==> config.mk <==
export PLATFORM = sky130hd
export DESIGN_NAME = hsl_to_rgb_converter_flat
export DESIGN_NICKNAME = d
export VERILOG_FILES = /design/src/hsl_pkg.sv /design/src/hsl_if.sv /design/src/hsl_to_rgb_converter.sv /design/src/hsl_levels.sv /design/src/hsl_channel.sv /design/src/flat_wrapper.sv
export SDC_FILE = /design/constraint.sdc
export NUM_CORES = 1
export LEC_CHECK = 0
export BUFFER_PORTS_ARGS = -buffer_cell sky130_fd_sc_hd__buf_2
export CELL_PAD_IN_SITES_DETAIL_PLACEMENT = 1
export CELL_PAD_IN_SITES_GLOBAL_PLACEMENT = 2
export CORE_ASPECT_RATIO = 0.9
export CORE_MARGIN = 5
export CORE_UTILIZATION = 40
export CTS_CLUSTER_DIAMETER = 30
export DETAILED_ROUTE_END_ITERATION = 6
export PLACE_DENSITY_LB_ADDON = 0.1
export SETUP_SLACK_MARGIN = 0.5
export SKIP_LAST_GASP = 1
export SLEW_MARGIN = 20
export SYNTH_ARGS = -nofsm -noshare
export SYNTH_HDL_FRONTEND = slang
export SYNTH_SLANG_ARGS = --single-unit
==> constraint.sdc <==
create_clock -name clk -period 10.2 [get_ports clk]
set_input_delay 1.53 -clock clk [delete_from_list [all_inputs] [get_ports clk]]
set_output_delay 1.53 -clock clk [all_outputs]
set_load 0.02 [all_outputs]
==> src/hsl_pkg.sv <==
// Shared widths, constants, segment codes and control types of the HSL to RGB converter.
`default_nettype none
package hsl_pkg;

	localparam int HUE_W  = 11;             // hue field width
	localparam int UNIT_W = 9;              // Q1.8 field width
	localparam int LVL_W  = UNIT_W + 1;     // upper level and span width
	localparam int FRAC_W = UNIT_W;         // ramp position, 0..256
	localparam int PROD_W = LVL_W + FRAC_W; // span times ramp position
	localparam int SUM_W  = HUE_W + 1;      // hue plus offset before wrap

	localparam logic [UNIT_W-1:0] ONE_Q     = UNIT_W'(256);
	localparam logic [UNIT_W-1:0] HALF_Q    = UNIT_W'(128);
	localparam logic [HUE_W-1:0]  HUE_TURN  = HUE_W'(1536);
	localparam logic [HUE_W-1:0]  HUE_SIXTH = HUE_W'(256);
	localparam logic [HUE_W-1:0]  HUE_THIRD = HUE_W'(512);
	localparam logic [HUE_W-1:0]  HUE_ZERO  = HUE_W'(0);
	localparam logic [HUE_W-1:0]  HUE_2THRD = HUE_W'(1024);

	// Piecewise segment of a channel's hue
	localparam logic [1:0] SEG_RISE = 2'd0;
	localparam logic [1:0] SEG_HIGH = 2'd1;
	localparam logic [1:0] SEG_FALL = 2'd2;
	localparam logic [1:0] SEG_LOW  = 2'd3;

	// Per-stage load enables
	typedef struct packed {
		logic s1;
		logic s2;
		logic s3;
		logic s4;
	} pipe_en_t;

endpackage
`default_nettype wire

==> src/hsl_if.sv <==
// Valid/ready channel interfaces for HSL pixels in and RGB pixels out.
`default_nettype none
interface hsl_in_if;
	logic                       valid;
	logic                       ready;
	logic [hsl_pkg::HUE_W-1:0]  hue;
	logic [hsl_pkg::UNIT_W-1:0] saturation;
	logic [hsl_pkg::UNIT_W-1:0] lightness;

	modport source (output valid, output hue, output saturation, output lightness,
		input ready);
	modport sink (input valid, input hue, input saturation, input lightness,
		output ready);
endinterface

interface hsl_out_if;
	logic                       valid;
	logic                       ready;
	logic [hsl_pkg::UNIT_W-1:0] red;
	logic [hsl_pkg::UNIT_W-1:0] green;
	logic [hsl_pkg::UNIT_W-1:0] blue;

	modport source (output valid, output red, output green, output blue, input ready);
	modport sink (input valid, input red, input green, input blue, output ready);
endinterface
`default_nettype wire

==> src/hsl_to_rgb_converter.sv <==
// Top level of the HSL to RGB converter: four-stage pipeline with valid/ready flow control.
//
// Usage:
//   pix carries one HSL item per handshake: hue in 1/1536 of a turn (values of
//   1536 and up wrap), saturation and lightness in Q1.8 (above 256 saturate).
//   rgb carries one item back per input item: red, green, blue in Q1.8,
//   clamped to 0..256, in the order the inputs arrived.
// Stages: an item is registered in s1, s2, s3 and s4 in turn, and rgb.valid is
//   the valid bit of s4.
//   s1 normalizes inputs and forms lightness*saturation,
//   s2 forms upper/lower levels and each channel's hue segment,
//   s3 multiplies level span by ramp position (one multiplier per channel),
//   s4 rounds, adds, clamps into the output register.
// Throughput: one item per clock while rgb.ready stays high.
// Stall: each stage has its own valid bit and loads when it is empty or the
//   stage after it advances, so bubbles close up and pix.ready stays high
//   until all four stages hold items. No item is lost or repeated.
// Reset: arst_n clears all valid bits; the data registers are not reset.
`default_nettype none
module hsl_to_rgb_converter (
	input  wire logic clk,
	input  wire logic arst_n,
	hsl_in_if.sink    pix,
	hsl_out_if.source rgb
);
	hsl_pkg::pipe_en_t en;

	logic valid_s1;
	logic valid_s2;
	logic valid_s3;
	logic valid_s4;

	logic [hsl_pkg::HUE_W-1:0]  hue_s1;
	logic [hsl_pkg::LVL_W-1:0]  hi_s2;
	logic [hsl_pkg::UNIT_W-1:0] lo_s2;
	logic [hsl_pkg::LVL_W-1:0]  span_s2;

	// Advance a stage when it is empty or its successor advances
	always_comb begin
		en.s4 = !valid_s4 || rgb.ready;
		en.s3 = !valid_s3 || en.s4;
		en.s2 = !valid_s2 || en.s3;
		en.s1 = !valid_s1 || en.s2;
	end

	assign pix.ready = en.s1;
	assign rgb.valid = valid_s4;

	always_ff @(posedge clk or negedge arst_n) begin
		if (!arst_n) begin
			valid_s1 <= 1'b0;
			valid_s2 <= 1'b0;
			valid_s3 <= 1'b0;
			valid_s4 <= 1'b0;
		end else begin
			if (en.s1) valid_s1 <= pix.valid;
			if (en.s2) valid_s2 <= valid_s1;
			if (en.s3) valid_s3 <= valid_s2;
			if (en.s4) valid_s4 <= valid_s3;
		end
	end

	hsl_levels u_levels (
		.clk        (clk),
		.en         (en),
		.hue        (pix.hue),
		.saturation (pix.saturation),
		.lightness  (pix.lightness),
		.hue_s1     (hue_s1),
		.hi_s2      (hi_s2),
		.lo_s2      (lo_s2),
		.span_s2    (span_s2)
	);

	// Red leads by a third of a turn, blue by two thirds
	hsl_channel u_red (
		.clk        (clk),
		.en         (en),
		.hue_offset (hsl_pkg::HUE_THIRD),
		.hue_s1     (hue_s1),
		.hi_s2      (hi_s2),
		.lo_s2      (lo_s2),
		.span_s2    (span_s2),
		.level_s4   (rgb.red)
	);

	hsl_channel u_green (
		.clk        (clk),
		.en         (en),
		.hue_offset (hsl_pkg::HUE_ZERO),
		.hue_s1     (hue_s1),
		.hi_s2      (hi_s2),
		.lo_s2      (lo_s2),
		.span_s2    (span_s2),
		.level_s4   (rgb.green)
	);

	hsl_channel u_blue (
		.clk        (clk),
		.en         (en),
		.hue_offset (hsl_pkg::HUE_2THRD),
		.hue_s1     (hue_s1),
		.hi_s2      (hi_s2),
		.lo_s2      (lo_s2),
		.span_s2    (span_s2),
		.level_s4   (rgb.blue)
	);
endmodule
`default_nettype wire

==> src/hsl_levels.sv <==
// Stages 1 and 2: input normalization, lightness-saturation product, upper and lower levels.
`default_nettype none
module hsl_levels (
	input  wire logic                       clk,
	input  wire hsl_pkg::pipe_en_t          en,
	input  wire logic [hsl_pkg::HUE_W-1:0]  hue,
	input  wire logic [hsl_pkg::UNIT_W-1:0] saturation,
	input  wire logic [hsl_pkg::UNIT_W-1:0] lightness,
	output logic      [hsl_pkg::HUE_W-1:0]  hue_s1,
	output logic      [hsl_pkg::LVL_W-1:0]  hi_s2,
	output logic      [hsl_pkg::UNIT_W-1:0] lo_s2,
	output logic      [hsl_pkg::LVL_W-1:0]  span_s2
);
	localparam int MUL_W = 2 * hsl_pkg::UNIT_W;

	logic [hsl_pkg::HUE_W-1:0]  hue_n;
	logic [hsl_pkg::UNIT_W-1:0] sat_n;
	logic [hsl_pkg::UNIT_W-1:0] lit_n;
	logic [hsl_pkg::UNIT_W-1:0] sat_s1;
	logic [hsl_pkg::UNIT_W-1:0] lit_s1;
	logic [MUL_W-1:0]           prod_s1;
	logic [MUL_W-1:0]           prod_rnd;
	logic [hsl_pkg::UNIT_W-1:0] ls;
	logic [hsl_pkg::UNIT_W-1:0] dev;

	// Wrap hue into one turn, saturate the unit values
	always_comb begin
		hue_n = (hue >= hsl_pkg::HUE_TURN) ? hue - hsl_pkg::HUE_TURN : hue;
		sat_n = (saturation > hsl_pkg::ONE_Q) ? hsl_pkg::ONE_Q : saturation;
		lit_n = (lightness > hsl_pkg::ONE_Q) ? hsl_pkg::ONE_Q : lightness;
	end

	always_ff @(posedge clk) begin
		if (en.s1) begin
			hue_s1  <= hue_n;
			sat_s1  <= sat_n;
			lit_s1  <= lit_n;
			prod_s1 <= MUL_W'(lit_n) * MUL_W'(sat_n);
		end
	end

	// Distance of the levels from lightness; zero saturation gives zero distance
	always_comb begin
		prod_rnd = prod_s1 + MUL_W'(128);
		ls       = prod_rnd[hsl_pkg::UNIT_W+7:8];
		dev      = (lit_s1 < hsl_pkg::HALF_Q) ? ls : sat_s1 - ls;
	end

	always_ff @(posedge clk) begin
		if (en.s2) begin
			hi_s2   <= hsl_pkg::LVL_W'(lit_s1) + hsl_pkg::LVL_W'(dev);
			lo_s2   <= lit_s1 - dev;
			span_s2 <= {dev, 1'b0};
		end
	end
endmodule
`default_nettype wire

==> src/hsl_channel.sv <==
// Stages 2 to 4 of one color channel: hue segment, ramp product, rounding and clamp.
`default_nettype none
module hsl_channel (
	input  wire logic                       clk,
	input  wire hsl_pkg::pipe_en_t          en,
	input  wire logic [hsl_pkg::HUE_W-1:0]  hue_offset,
	input  wire logic [hsl_pkg::HUE_W-1:0]  hue_s1,
	input  wire logic [hsl_pkg::LVL_W-1:0]  hi_s2,
	input  wire logic [hsl_pkg::UNIT_W-1:0] lo_s2,
	input  wire logic [hsl_pkg::LVL_W-1:0]  span_s2,
	output logic      [hsl_pkg::UNIT_W-1:0] level_s4
);
	localparam int RND_W = hsl_pkg::PROD_W - 8;
	localparam int VAL_W = RND_W + 1;

	logic [hsl_pkg::SUM_W-1:0]  hue_sum;
	logic [hsl_pkg::HUE_W-1:0]  t;
	logic [hsl_pkg::HUE_W-1:0]  fall_pos;
	logic [1:0]                 seg;
	logic [hsl_pkg::FRAC_W-1:0] frac;
	logic [1:0]                 seg_s2;
	logic [hsl_pkg::FRAC_W-1:0] frac_s2;
	logic [1:0]                 seg_s3;
	logic [hsl_pkg::PROD_W-1:0] prod_s3;
	logic [hsl_pkg::LVL_W-1:0]  hi_s3;
	logic [hsl_pkg::UNIT_W-1:0] lo_s3;
	logic [hsl_pkg::PROD_W-1:0] prod_rnd;
	logic [VAL_W-1:0]           val;

	// Rotate hue for this channel and find its segment
	always_comb begin
		hue_sum  = hsl_pkg::SUM_W'(hue_s1) + hsl_pkg::SUM_W'(hue_offset);
		t        = (hue_sum >= hsl_pkg::SUM_W'(hsl_pkg::HUE_TURN)) ?
			hsl_pkg::HUE_W'(hue_sum - hsl_pkg::SUM_W'(hsl_pkg::HUE_TURN)) :
			hsl_pkg::HUE_W'(hue_sum);
		fall_pos = hsl_pkg::HUE_W'(4 * 256) - t;
		if (t < hsl_pkg::HUE_SIXTH) begin
			seg  = hsl_pkg::SEG_RISE;
			frac = {1'b0, t[7:0]};
		end else if (t < hsl_pkg::HUE_W'(3 * 256)) begin
			seg  = hsl_pkg::SEG_HIGH;
			frac = '0;
		end else if (t < hsl_pkg::HUE_W'(4 * 256)) begin
			seg  = hsl_pkg::SEG_FALL;
			frac = fall_pos[hsl_pkg::FRAC_W-1:0];
		end else begin
			seg  = hsl_pkg::SEG_LOW;
			frac = '0;
		end
	end

	always_ff @(posedge clk) begin
		if (en.s2) begin
			seg_s2  <= seg;
			frac_s2 <= frac;
		end
	end

	always_ff @(posedge clk) begin
		if (en.s3) begin
			seg_s3  <= seg_s2;
			prod_s3 <= hsl_pkg::PROD_W'(span_s2) * hsl_pkg::PROD_W'(frac_s2);
			hi_s3   <= hi_s2;
			lo_s3   <= lo_s2;
		end
	end

	// Round the ramp, add the lower level, pick by segment
	always_comb begin
		prod_rnd = prod_s3 + hsl_pkg::PROD_W'(128);
		case (seg_s3) inside
			hsl_pkg::SEG_RISE, hsl_pkg::SEG_FALL: begin
				val = VAL_W'(lo_s3) + VAL_W'(prod_rnd[hsl_pkg::PROD_W-1:8]);
			end
			hsl_pkg::SEG_HIGH: val = VAL_W'(hi_s3);
			default:           val = VAL_W'(lo_s3);
		endcase
	end

	always_ff @(posedge clk) begin
		if (en.s4) begin
			level_s4 <= (val > VAL_W'(hsl_pkg::ONE_Q)) ? hsl_pkg::ONE_Q :
				hsl_pkg::UNIT_W'(val);
		end
	end
endmodule
`default_nettype wire
==> src/flat_wrapper.sv <==
// flat-port wrapper written by rule: the top's interface ports become plain ports
module hsl_to_rgb_converter_flat 
  (clk, arst_n, pix_valid, pix_hue, pix_saturation, pix_lightness, pix_ready, rgb_valid, rgb_red, rgb_green, rgb_blue, rgb_ready);
  hsl_in_if pix_i ();
  hsl_out_if rgb_i ();
  input  wire logic clk;
  input  wire logic arst_n;
  input wire logic [$bits(pix_i.valid)-1:0] pix_valid;
  input wire logic [$bits(pix_i.hue)-1:0] pix_hue;
  input wire logic [$bits(pix_i.saturation)-1:0] pix_saturation;
  input wire logic [$bits(pix_i.lightness)-1:0] pix_lightness;
  output wire logic [$bits(pix_i.ready)-1:0] pix_ready;
  output wire logic [$bits(rgb_i.valid)-1:0] rgb_valid;
  output wire logic [$bits(rgb_i.red)-1:0] rgb_red;
  output wire logic [$bits(rgb_i.green)-1:0] rgb_green;
  output wire logic [$bits(rgb_i.blue)-1:0] rgb_blue;
  input wire logic [$bits(rgb_i.ready)-1:0] rgb_ready;
  assign pix_i.valid = pix_valid;
  assign pix_i.hue = pix_hue;
  assign pix_i.saturation = pix_saturation;
  assign pix_i.lightness = pix_lightness;
  assign pix_ready = pix_i.ready;
  assign rgb_valid = rgb_i.valid;
  assign rgb_red = rgb_i.red;
  assign rgb_green = rgb_i.green;
  assign rgb_blue = rgb_i.blue;
  assign rgb_i.ready = rgb_ready;
  hsl_to_rgb_converter u_core (.clk(clk), .arst_n(arst_n), .pix(pix_i), .rgb(rgb_i));
endmodule
Word-level counts from Yosys, hierarchy flattened. Cells that the tools add are included.

Shift operators: 0. Eq/ne operators: 6. Mux-type cells: 28. Div/mod/pow operators: 0. Bitwise logic cells: 3. $lt $le $gt $ge: 19. Add/sub/neg operators: 19. Multiply operators: 4. Reductions and logical operators: 20.

Operator list (number): 8-bit 2-to-1 mux (9); 19-bit by 8-bit adder with 19-bit output, second input constant (3); 9-bit by 9-bit multiplier with 18-bit output (3); 11-bit 2-to-1 mux (4); 11-bit subtractor, second input constant (4); 9-bit by 11-bit adder with 12-bit output (3); 12-bit by 9-bit greater-than comparator with 1-bit output, second input constant (3); 12-bit 2-to-1 mux (3); 11-bit by 10-bit less-than comparator with 1-bit output, second input constant (3); 11-bit less-than comparator, second input constant (3); 11-bit by 9-bit less-than comparator with 1-bit output, second input constant (3); 10-bit 2-to-1 mux (3); 9-bit 2-to-1 mux (3); 1-bit by 9-bit subtractor with 9-bit output, first input constant (3); 12-bit by 11-bit >= comparator with 1-bit output, second input constant (2); 11-bit >= comparator, second input constant (2); 9-bit greater-than comparator, second input constant (2); 9-bit subtractor (2); 17-bit by 8-bit adder with 17-bit output, second input constant (1); 9-bit by 9-bit multiplier with 17-bit output (1); 11-bit by 10-bit adder with 12-bit output, second input constant (1); 11-bit by 11-bit adder with 12-bit output, second input constant (1); 2-bit OR reduction (6); 9-bit by 9-bit adder with 10-bit output (1); 9 further kinds (30).

ROM bits: 0. Memories: 0. Bits in latches: 0. Bits of input ports: 33. Memory bits (writable): 0. Flip-flop bits (word level): 217.

Longest topological paths before layout. Gate-level depths: netlist of the first run.

Depth after elaboration: 7. Mapped depth: 20.

Cells and area by module. A second synthesis of the first run with hierarchy kept.

Cells, all modules: 2369. Area, all modules: 23830.4 um^2.

Modules (own cells, without submodules): hsl_channel at u_core.u_blue (instances 1, seq. area each 1591.5 um^2, cells an instance 596, area an instance 5988.2 um^2); hsl_channel at u_core.u_green (instances 1, seq. area each 1591.5 um^2, cells an instance 600, area an instance 5974.5 um^2); hsl_channel at u_core.u_red (instances 1, seq. area each 1591.5 um^2, cells an instance 607, area an instance 5974.5 um^2); hsl_levels (instances 1, seq. area each 1981.9 um^2, cells an instance 551, area an instance 5716.7 um^2); hsl_to_rgb_converter (instances 1, seq. area each 100.1 um^2, cells an instance 15, area an instance 176.4 um^2).

Least setup slack after synthesis of the first run. Ideal clock, no wire load.

Kind: input port to flip-flop. Start: input port pix_saturation[8]. End: register u_core.u_levels.prod_s1[16], data pin. Setup time: 263 ps. Required time: 9937 ps. Arrival: 6072 ps. Stages on the path: 20. Setup slack: 3865 ps. Path through: buf_2 -> clkbuf_1 -> nand2b_1 -> inv_1 -> nand2_1 -> fa_1 -> fa_1 -> inv_1 -> fa_1 -> inv_1 -> fa_1 -> inv_1 -> ha_1 -> and3_1 -> a32o_1 -> o211a_1 -> o21a_1 -> o21a_1 -> o41ai_2 -> xnor2_1.

Word-level cells in the longest chain between the ends: 3.

RTL lines: from (decl) (RTL line flat_wrapper.sv:10) `input wire logic [$bits(pix_i.saturation)-1:0] pix_saturation;`; 9-bit greater-than comparator (RTL line hsl_levels.sv:29) `sat_n = (saturation > hsl_pkg::ONE_Q) ? hsl_pkg::ONE_Q : saturation;`; 9-bit 2-to-1 mux (RTL line hsl_levels.sv:29); named net u_core.u_levels.sat_n, one bit (RTL line hsl_levels.sv:17) `logic [hsl_pkg::UNIT_W-1:0] sat_n;`; 9-bit by 9-bit multiplier with 17-bit output (RTL line hsl_levels.sv:38) `prod_s1 <= MUL_W'(lit_n) * MUL_W'(sat_n);`; to (signal assigned) (RTL line hsl_levels.sv:38); to (decl) (RTL line hsl_levels.sv:21) `logic [MUL_W-1:0] prod_s1;`.

The timed path passes the listed nets, and every way through them passes these cells. A chain may end at the register's enable or synchronous reset.

Worst setup path in the final report of the first run.
Start: input port pix_lightness[8]. End: register u_core.u_levels.prod_s1[16], data pin.

Word-level cells in the longest chain between the ends: 3.

RTL lines: from (decl) (RTL line flat_wrapper.sv:11) `input wire logic [$bits(pix_i.lightness)-1:0] pix_lightness;`; 9-bit greater-than comparator (RTL line hsl_levels.sv:30) `lit_n = (lightness > hsl_pkg::ONE_Q) ? hsl_pkg::ONE_Q : lightness;`; 9-bit 2-to-1 mux (RTL line hsl_levels.sv:30); named net u_core.u_levels.lit_n, one bit (RTL line hsl_levels.sv:18) `logic [hsl_pkg::UNIT_W-1:0] lit_n;`; 9-bit by 9-bit multiplier with 17-bit output (RTL line hsl_levels.sv:38).

The timed path passes the listed nets, and every way through them passes these cells.

==> results of run 1 <==
-- cell usage in the layout, fill, tap and decap left out, types with 13 or more instances in the layout --
master / n
a21oi_1: 52
and2_1: 131
and3_1: 13
buf_2: 61
buf_4: 14
clkbuf_16: 17
edfxtp_1: 186
fa_1: 201
ha_1: 195
inv_1: 290
mux2i_1: 18
nand2_1: 212
nand2b_1: 29
nand3_1: 39
nor2_1: 146
nor2b_1: 14
nor3_1: 39
o21a_1: 20
o21ai_0: 61
xnor2_1: 76
xor2_1: 34
-- cell families after synthesis --
family                   synth area share [%]
XOR/XNOR                                4.929
flip-flops                              29.09
buffers and inverters                   6.600
multiplexers                            1.440
AND/OR/NAND/NOR                         17.56
adder cells (fa/ha/maj)                 33.07
AO/OA/AOI/OAI                           7.317
-- critical path: stages --
cell and delay (ns):
buf_2 0.20, nand2b_1 0.24, inv_1 0.26, nand2_1 0.11
fa_1 0.48, fa_1 0.54, inv_1 0.06, fa_1 0.53
inv_1 0.05, fa_1 0.53, inv_1 0.04, ha_1 0.32
and3_1 0.17, a32o_1 0.31, o211a_1 0.26, o21a_1 0.20
o21a_1 0.23, o41ai_2 0.23, xnor2_1 0.10
-- worst max-delay path by stage --
stage	endpoint	from	slack, ns
after floorplan	u_core.u_levels.prod_s1[16]	pix_saturation[8]	3.87
after global placement	u_core.u_levels.prod_s1[16]	pix_saturation[8]	3.61
after detailed placement	u_core.u_levels.prod_s1[16]	pix_saturation[8]	3.50
after CTS	u_core.u_levels.prod_s1[16]	pix_lightness[8]	4.03
after global routing	u_core.u_levels.prod_s1[16]	pix_saturation[8]	3.80
final	u_core.u_levels.prod_s1[16]	pix_lightness[8]	4.02
-- flip-flops by register name, summed over array words and instances, names as in the netlist, 8 cells and up --
register,cells
u_core.u_blue.frac_s2,9
u_core.u_blue.level_s4,9
u_core.u_blue.prod_s3,12
u_core.u_green.frac_s2,9
u_core.u_green.level_s4,9
u_core.u_green.prod_s3,12
u_core.u_levels.hi_s2,10
u_core.u_levels.hue_s1,11
u_core.u_levels.lit_s1,9
u_core.u_levels.lo_s2,8
u_core.u_levels.prod_s1,10
u_core.u_levels.sat_s1,9
u_core.u_levels.span_s2,9
u_core.u_red.frac_s2,9
u_core.u_red.hi_s3,10
u_core.u_red.level_s4,9
u_core.u_red.lo_s3,8
u_core.u_red.prod_s3,12
-- routing by layer --
layer | wire length (um) | vias up
li1 | - | 6585
met1 | 25260 | 7012
met2 | 24360 | 153
met3 | 1265 | 36
met4 | 583 | 0
met5 | 0 | -
-- metrics by stage --
| step | area [um2] | util [%] | setup WS, ns | std cells |
|---|---|---|---|---|
| floorplan | 19550 | - | 3.866 | 1978 |
| global placement | 20540 | 42.70 | 3.610 | 2625 |
| detailed placement | 20540 | 42.70 | 3.496 | 2625 |
| CTS | 21120 | 43.88 | 4.032 | 2657 |
| global route | 21120 | 43.88 | 3.803 | 2657 |
| finish | 21120 | 43.88 | 4.025 | 2657 |
-- area by class of cell --
class                      instances  area, um2  area share [%]
multi-input combinational       1446      12580           59.57
sequential                       190       5685           26.93
inverter                         290       1089           5.155
tap                              624      780.7           3.698
clock buffer                      17      425.4           2.015
timing repair buffer              75      410.4           1.944
clock inverter                    15      146.4          0.6933
-- power breakdown --
group	internal [W]	switching [W]	leakage, nW
clock network	0.000324	0.000338	0.285
logic	0.00208	0.00287	7.55
registers	0.00137	0.000293	2.00
total	0.00377	0.00351	9.83
==> results.sh, run 1 <==
export IMPL_fin_nets=2449
export IMPL_p_per_area_nw_per_um2=344.6
export IMPL_period_share_pct=60.54
export IMPL_use_met3_pct=2.789
export IMPL_hold_viol=0
export IMPL_port_buffers=61
export IMPL_rsz0062_at_grt="false"
export IMPL_r2r_start="u_core.u_levels.span_s2[4]"
export IMPL_critPathLaunchType="primary input"
export IMPL_antenna_found_initial=2
export IMPL_gp_congestion=0.8317
export IMPL_clockBufferDepth=2
export IMPL_grt_max_degree=62
export IMPL_worst_pin_slew_ns=1.009
export IMPL_critPathKind="in2reg"
export IMPL_ctsHoldBuffers=0
export IMPL_cts_tree="yes"
export IMPL_setup_violations=0
export IMPL_netlist_area_leader_share_pct=28.58
export IMPL_slew_headroom_pct=32.68
export IMPL_coreArea_um2=48120
export IMPL_fillCellCount=5438
export IMPL_vias_per_cell=5.189
export IMPL_synth_top_area_cell="edfxtp_1"
export IMPL_hold_path_end="u_core.u_red.hi_s3[0]"
export IMPL_die_w_um=243.0
export IMPL_max_freq_mhz=161.9
export IMPL_required_ns=10.43
export IMPL_p_leak_nw=9.828
export IMPL_yosysMostFrequentCell="inv_1"
export IMPL_synth_area_um2=19550
export IMPL_use_met1_pct=28.07
export IMPL_place_hpwl_mm=41.32
export IMPL_synth_edf_count=186
export IMPL_grt_busiest_layer="met2"
export IMPL_die_area_um2=53390
export IMPL_violations="design-rule violations"
export IMPL_syn2layout_area_growth_pct=8.027
export IMPL_worstRegToRegCells=18
export IMPL_cap_violations=0
export IMPL_rrSetupSlack_ns=4.82
export IMPL_hold_slack_ns=0.4190
export IMPL_cts_root_buf="clkbuf_16"
export IMPL_synth_ff_type="edfxtp_1"
export IMPL_ios=62
export IMPL_cp_max_fo=18
export IMPL_vdd_drop_max_mv=0.1406
export IMPL_vias=13790
export IMPL_cts_sinks=190
export IMPL_cts_resized=0
export IMPL_crit_arrival_ns=6.40
export IMPL_cts_inserted_buffers=17
export IMPL_drc_errors=3
export IMPL_hold_path_class="reg2reg"
export IMPL_finClkSkew_ns=0.01802
export IMPL_wl_mm=51.47
export IMPL_cp_end_kind="flip-flop"
export IMPL_synth_fp_nets=2407
export IMPL_grt_overflow=0
export IMPL_post_cts_buffers=0
export IMPL_wl_per_cell_um=19.37
export IMPL_grt_pass1_vias=14820
export IMPL_r2r_end="u_core.u_green.prod_s3[18]"
export IMPL_status="complete, but fails checks"
export IMPL_async_reset_ff_share_pct=2.105
export IMPL_track_usage_pct=19.88
export IMPL_netlist_top_cells_count="290 x inv_1, 213 x nand2_1, 201 x fa_1, 195 x ha_1, 186 x edfxtp_1"
export IMPL_start_util_pct=40.62
export IMPL_seq_area_frac_synth_pct=29.09
export IMPL_synth_area_top_cells="edfxtp_1 29%, fa_1 21%, ha_1 12%, inv_1 5.6%, and2_1 4.2%"
export IMPL_synthCells=1978
export IMPL_rows=76
export IMPL_grt_use_met2_pct=33.16
export IMPL_fp_dieH_um=219.7
export IMPL_drtAntennaViolNets=0
export IMPL_fin_total_pwr_w=0.007277
export IMPL_avgSynthCellArea_um2=9.882
export IMPL_period_minus_slack_ns=6.175
export IMPL_grt_pass1_wl_mm=83.14
export IMPL_ys_ff_latch=190
export IMPL_worstHoldStart="u_core.u_levels.hi_s2[0]"
export IMPL_diodes=0
export IMPL_cts_htree_levels=4
export IMPL_fin_tns_setup_ns=0
export IMPL_min_path_cells=0
export IMPL_slew_violations=0
export IMPL_first_pass_iters=7
export IMPL_yosysWarningCount=0
export IMPL_drt_first_iter_violations=630
export IMPL_drive_gt1_share_pct=6.690
export IMPL_synth_cell_type_count=71
export IMPL_clk_latency_ns=0.49
export IMPL_clk_pin_slew_worst_paths_ns=0.08
(Power assumes the default switching activity.)
==> run 2: changes to the inputs <==
--- a/config.mk
+++ b/config.mk
@@ -10,7 +10,7 @@
 export CELL_PAD_IN_SITES_GLOBAL_PLACEMENT = 2
 export CORE_ASPECT_RATIO = 0.9
 export CORE_MARGIN = 5
-export CORE_UTILIZATION = 40
+export CORE_UTILIZATION = 38
 export CTS_CLUSTER_DIAMETER = 30
 export DETAILED_ROUTE_END_ITERATION = 6
 export PLACE_DENSITY_LB_ADDON = 0.1
==> constraint.sdc (replaced) <==
create_clock -name clk -period 5.5 [get_ports clk]
set_input_delay 0.825 -clock clk [delete_from_list [all_inputs] [get_ports clk]]
set_output_delay 0.825 -clock clk [all_outputs]
set_load 0.02 [all_outputs]
==> run 2 against run 1 <==
Compared with the run above: the run now ends clean; utilization increased by 0.34 points; critical path depth fell by 3; highest routed layer is now met5; design area grew 6.1%; largest cell class unchanged; die area up 5.0%; register-to-register slack worse by 4.2 ns; worst setup slack got worse by 3.4 ns; via count increased by 1.9%; first-iteration DRC count decreased by 19%; sequential share of layout area is 1.5 points lower; combinational power up 99%; sequential cell count unchanged; routed wire length grew 3.5%.
==> results.sh, run 2 (same netlist as run 1, synthesis figures left out) <==
export IMPL_hold_path_class="in2async"
export IMPL_grt_use_met2_pct=31.84
export IMPL_grt_pass1_wl_mm=83.51
export IMPL_vdd_drop_max_mv=0.3940
export IMPL_rrSetupSlack_ns=0.63
export IMPL_syn2layout_area_growth_pct=14.59
export IMPL_cts_root_buf="clkbuf_16"
export IMPL_worstRegToRegCells=16
export IMPL_drtAntennaViolNets=0
export IMPL_period_minus_slack_ns=4.867
export IMPL_drc_errors=0
export IMPL_placed_area_um2=21210
export IMPL_worst_pin_slew_ns=1.011
export IMPL_track_usage_pct=18.87
export IMPL_drive_gt1_share_pct=13.78
export IMPL_vias_per_cell=4.993
export IMPL_hold_viol=0
export IMPL_die_w_um=249.1
export IMPL_diodes=0
export IMPL_cts_inserted_buffers=17
export IMPL_wl_mm=53.29
export IMPL_required_ns=5.75
export IMPL_design_area_um2=22400
export IMPL_cp_endpoint="u_core.u_blue.prod_s3[15]"
export IMPL_critPathLaunch="u_core.u_levels.span_s2[4]"
export IMPL_final_cells=2813
export IMPL_drt_first_iter_violations=513
export IMPL_fin_tns_setup_ns=0
export IMPL_critical_path_max_stage_delay_ns=0.58
export IMPL_setup_violations=0
export IMPL_use_met3_pct=2.919
export IMPL_start_util_pct=38.59
export IMPL_grt_max_degree=62
export IMPL_slew_headroom_pct=32.53
export IMPL_cts_tree="yes"
export IMPL_cts_sinks=190
export IMPL_vias=14050
export IMPL_p_per_area_nw_per_um2=634.5
export IMPL_grt_busiest_layer="met2"
export IMPL_status="completed"
export IMPL_fin_nets=2549
export IMPL_setup_ws_ns=0.6332
export IMPL_crit_arrival_ns=5.12
export IMPL_r2r_end="u_core.u_blue.prod_s3[15]"
export IMPL_port_buffers=61
export IMPL_grt_pass1_vias=15070
export IMPL_cts_htree_levels=4
export IMPL_layout_commonest_cell="inv_1"
export IMPL_clockBufferDepth=2
export IMPL_antenna_found_initial=3
export IMPL_first_pass_iters=4
export IMPL_p_leak_nw=10.47
export IMPL_clk_pin_slew_worst_paths_ns=0.08
export IMPL_clk_latency_ns=0.48
export IMPL_cap_violations=0
export IMPL_coreArea_um2=50650
export IMPL_gp_congestion=0.8442
export IMPL_slowest_stage="fa_1"
export IMPL_r2r_start="u_core.u_levels.span_s2[4]"
export IMPL_cp_end_kind="flip-flop"
export IMPL_rows=78
export IMPL_ios=62
export IMPL_grt_overflow=0
export IMPL_path_cells="buf_4, clkbuf_16, and2_1, fa_1, fa_1, fa_1, fa_1, ha_4, o21a_1, nor2_2, nor3b_2, a31o_2, o21a_1, a21oi_2, buf_4, xnor2_1"
export IMPL_period_share_pct=88.49
export IMPL_finClkSkew_ns=0.01327
export IMPL_place_inst=2743
export IMPL_rsz0062_at_grt="false"
export IMPL_die_area_um2=56080
export IMPL_final_core_util_pct=44.22
export IMPL_critPathKind="reg2reg"
export IMPL_wl_per_cell_um=18.94
export IMPL_place_hpwl_mm=42.93
export IMPL_fp_dieH_um=225.2
export IMPL_ctsHoldBuffers=0
export IMPL_use_met1_pct=25.99
export IMPL_slew_violations=0
export IMPL_final_cell_mix="276 x inv_1, 210 x nand2_1, 199 x fa_1"
export IMPL_worst_path_most_repeated_cell="fa_1"
export IMPL_biggestRegsByFlops="u_core.u_blue.prod_s3 x12, u_core.u_green.prod_s3 x12, u_core.u_red.prod_s3 x12"
export IMPL_cp_max_fo=11
export IMPL_critPathLaunchType="flip-flop"
export IMPL_max_freq_mhz=205.5
export IMPL_place_worst_setup_slack_ns=-0.1778
[run 2: cell count changes in the layout (fill, tap and decap cells not counted), moves of 4 or more]
cell	delta
buf_12	+5
buf_4	+90
clkbuf_16	+4
ha_1	-5
ha_4	+5
inv_1	-14
inv_2	+8
inv_4	+5
nand2b_1	-15
nand2b_4	+16
nor2_1	-5
[run 2: critical path: cells and delay by family (launching register included)]
family,cells,cell delay [ns]
DFF,1,0.51
xor gates and xnor gates,1,0.32
adders and majority gates,5,2.25
AOI/OAI and AO/OA,4,0.60
buffers and inverters,3,0.52
and+or+nand+nor,3,0.44
[run 2: repair_timing]
item                                    in CTS  in global routing
resized for setup                            9                 53
setup buffers                                2                 32
endpoints found under the setup margin       7                 12
cloned                                       0                  4
pin swaps                                    0                 31
[run 2: worst min-delay path by stage]
| stage | from | cells past startpoint | to |
|---|---|---|---|
| 2_1_floorplan | u_core.u_blue.seg_s2[0] | 0 | u_core.u_blue.seg_s3[0] |
| 3_3_place_gp | u_core.u_levels.lo_s2[1] | 0 | u_core.u_red.lo_s3[1] |
| 3_5_place_dp | u_core.u_levels.lo_s2[2] | 0 | u_core.u_red.lo_s3[2] |
| 4_1_cts | arst_n | 1 | u_core.valid_s1 |
| 5_1_grt | arst_n | 1 | u_core.valid_s1 |
| 6_report | arst_n | 1 | u_core.valid_s1 |
[run 2: where the power goes]
group          total, W  switching [W]  internal (W)
logic           0.00987        0.00557       0.00430
registers       0.00310       0.000563       0.00254
clock network   0.00124       0.000638      0.000603
[run 2: layout make-up]
type	count	area (um2)
Multi-Input combinational cell	1446	12870
Fill cell	5670	28250
Sequential cell	190	5685
Timing Repair Buffer	175	1306
Tap cell	680	850.8
Clock buffer	17	425.4
Clock inverter	15	151.4
Inverter	290	1105
[run 2: per-layer routing]
metal  up-vias  routed length [um]
met5         -                  27
met4         4                 776
met3        45                1279
met2       120               25410
met1      7092               25800
li1       6784                   -
[run 2: through the flow]
stage | power [W] | hold WS (ns)
after floorplan | 0.009789 | 0.4003
after global placement | 0.01244 | 0.4029
after detailed placement | 0.01268 | 0.4065
after CTS | 0.01403 | 0.09895
after global routing | 0.01578 | 0.1067
final | 0.01421 | 0.1456
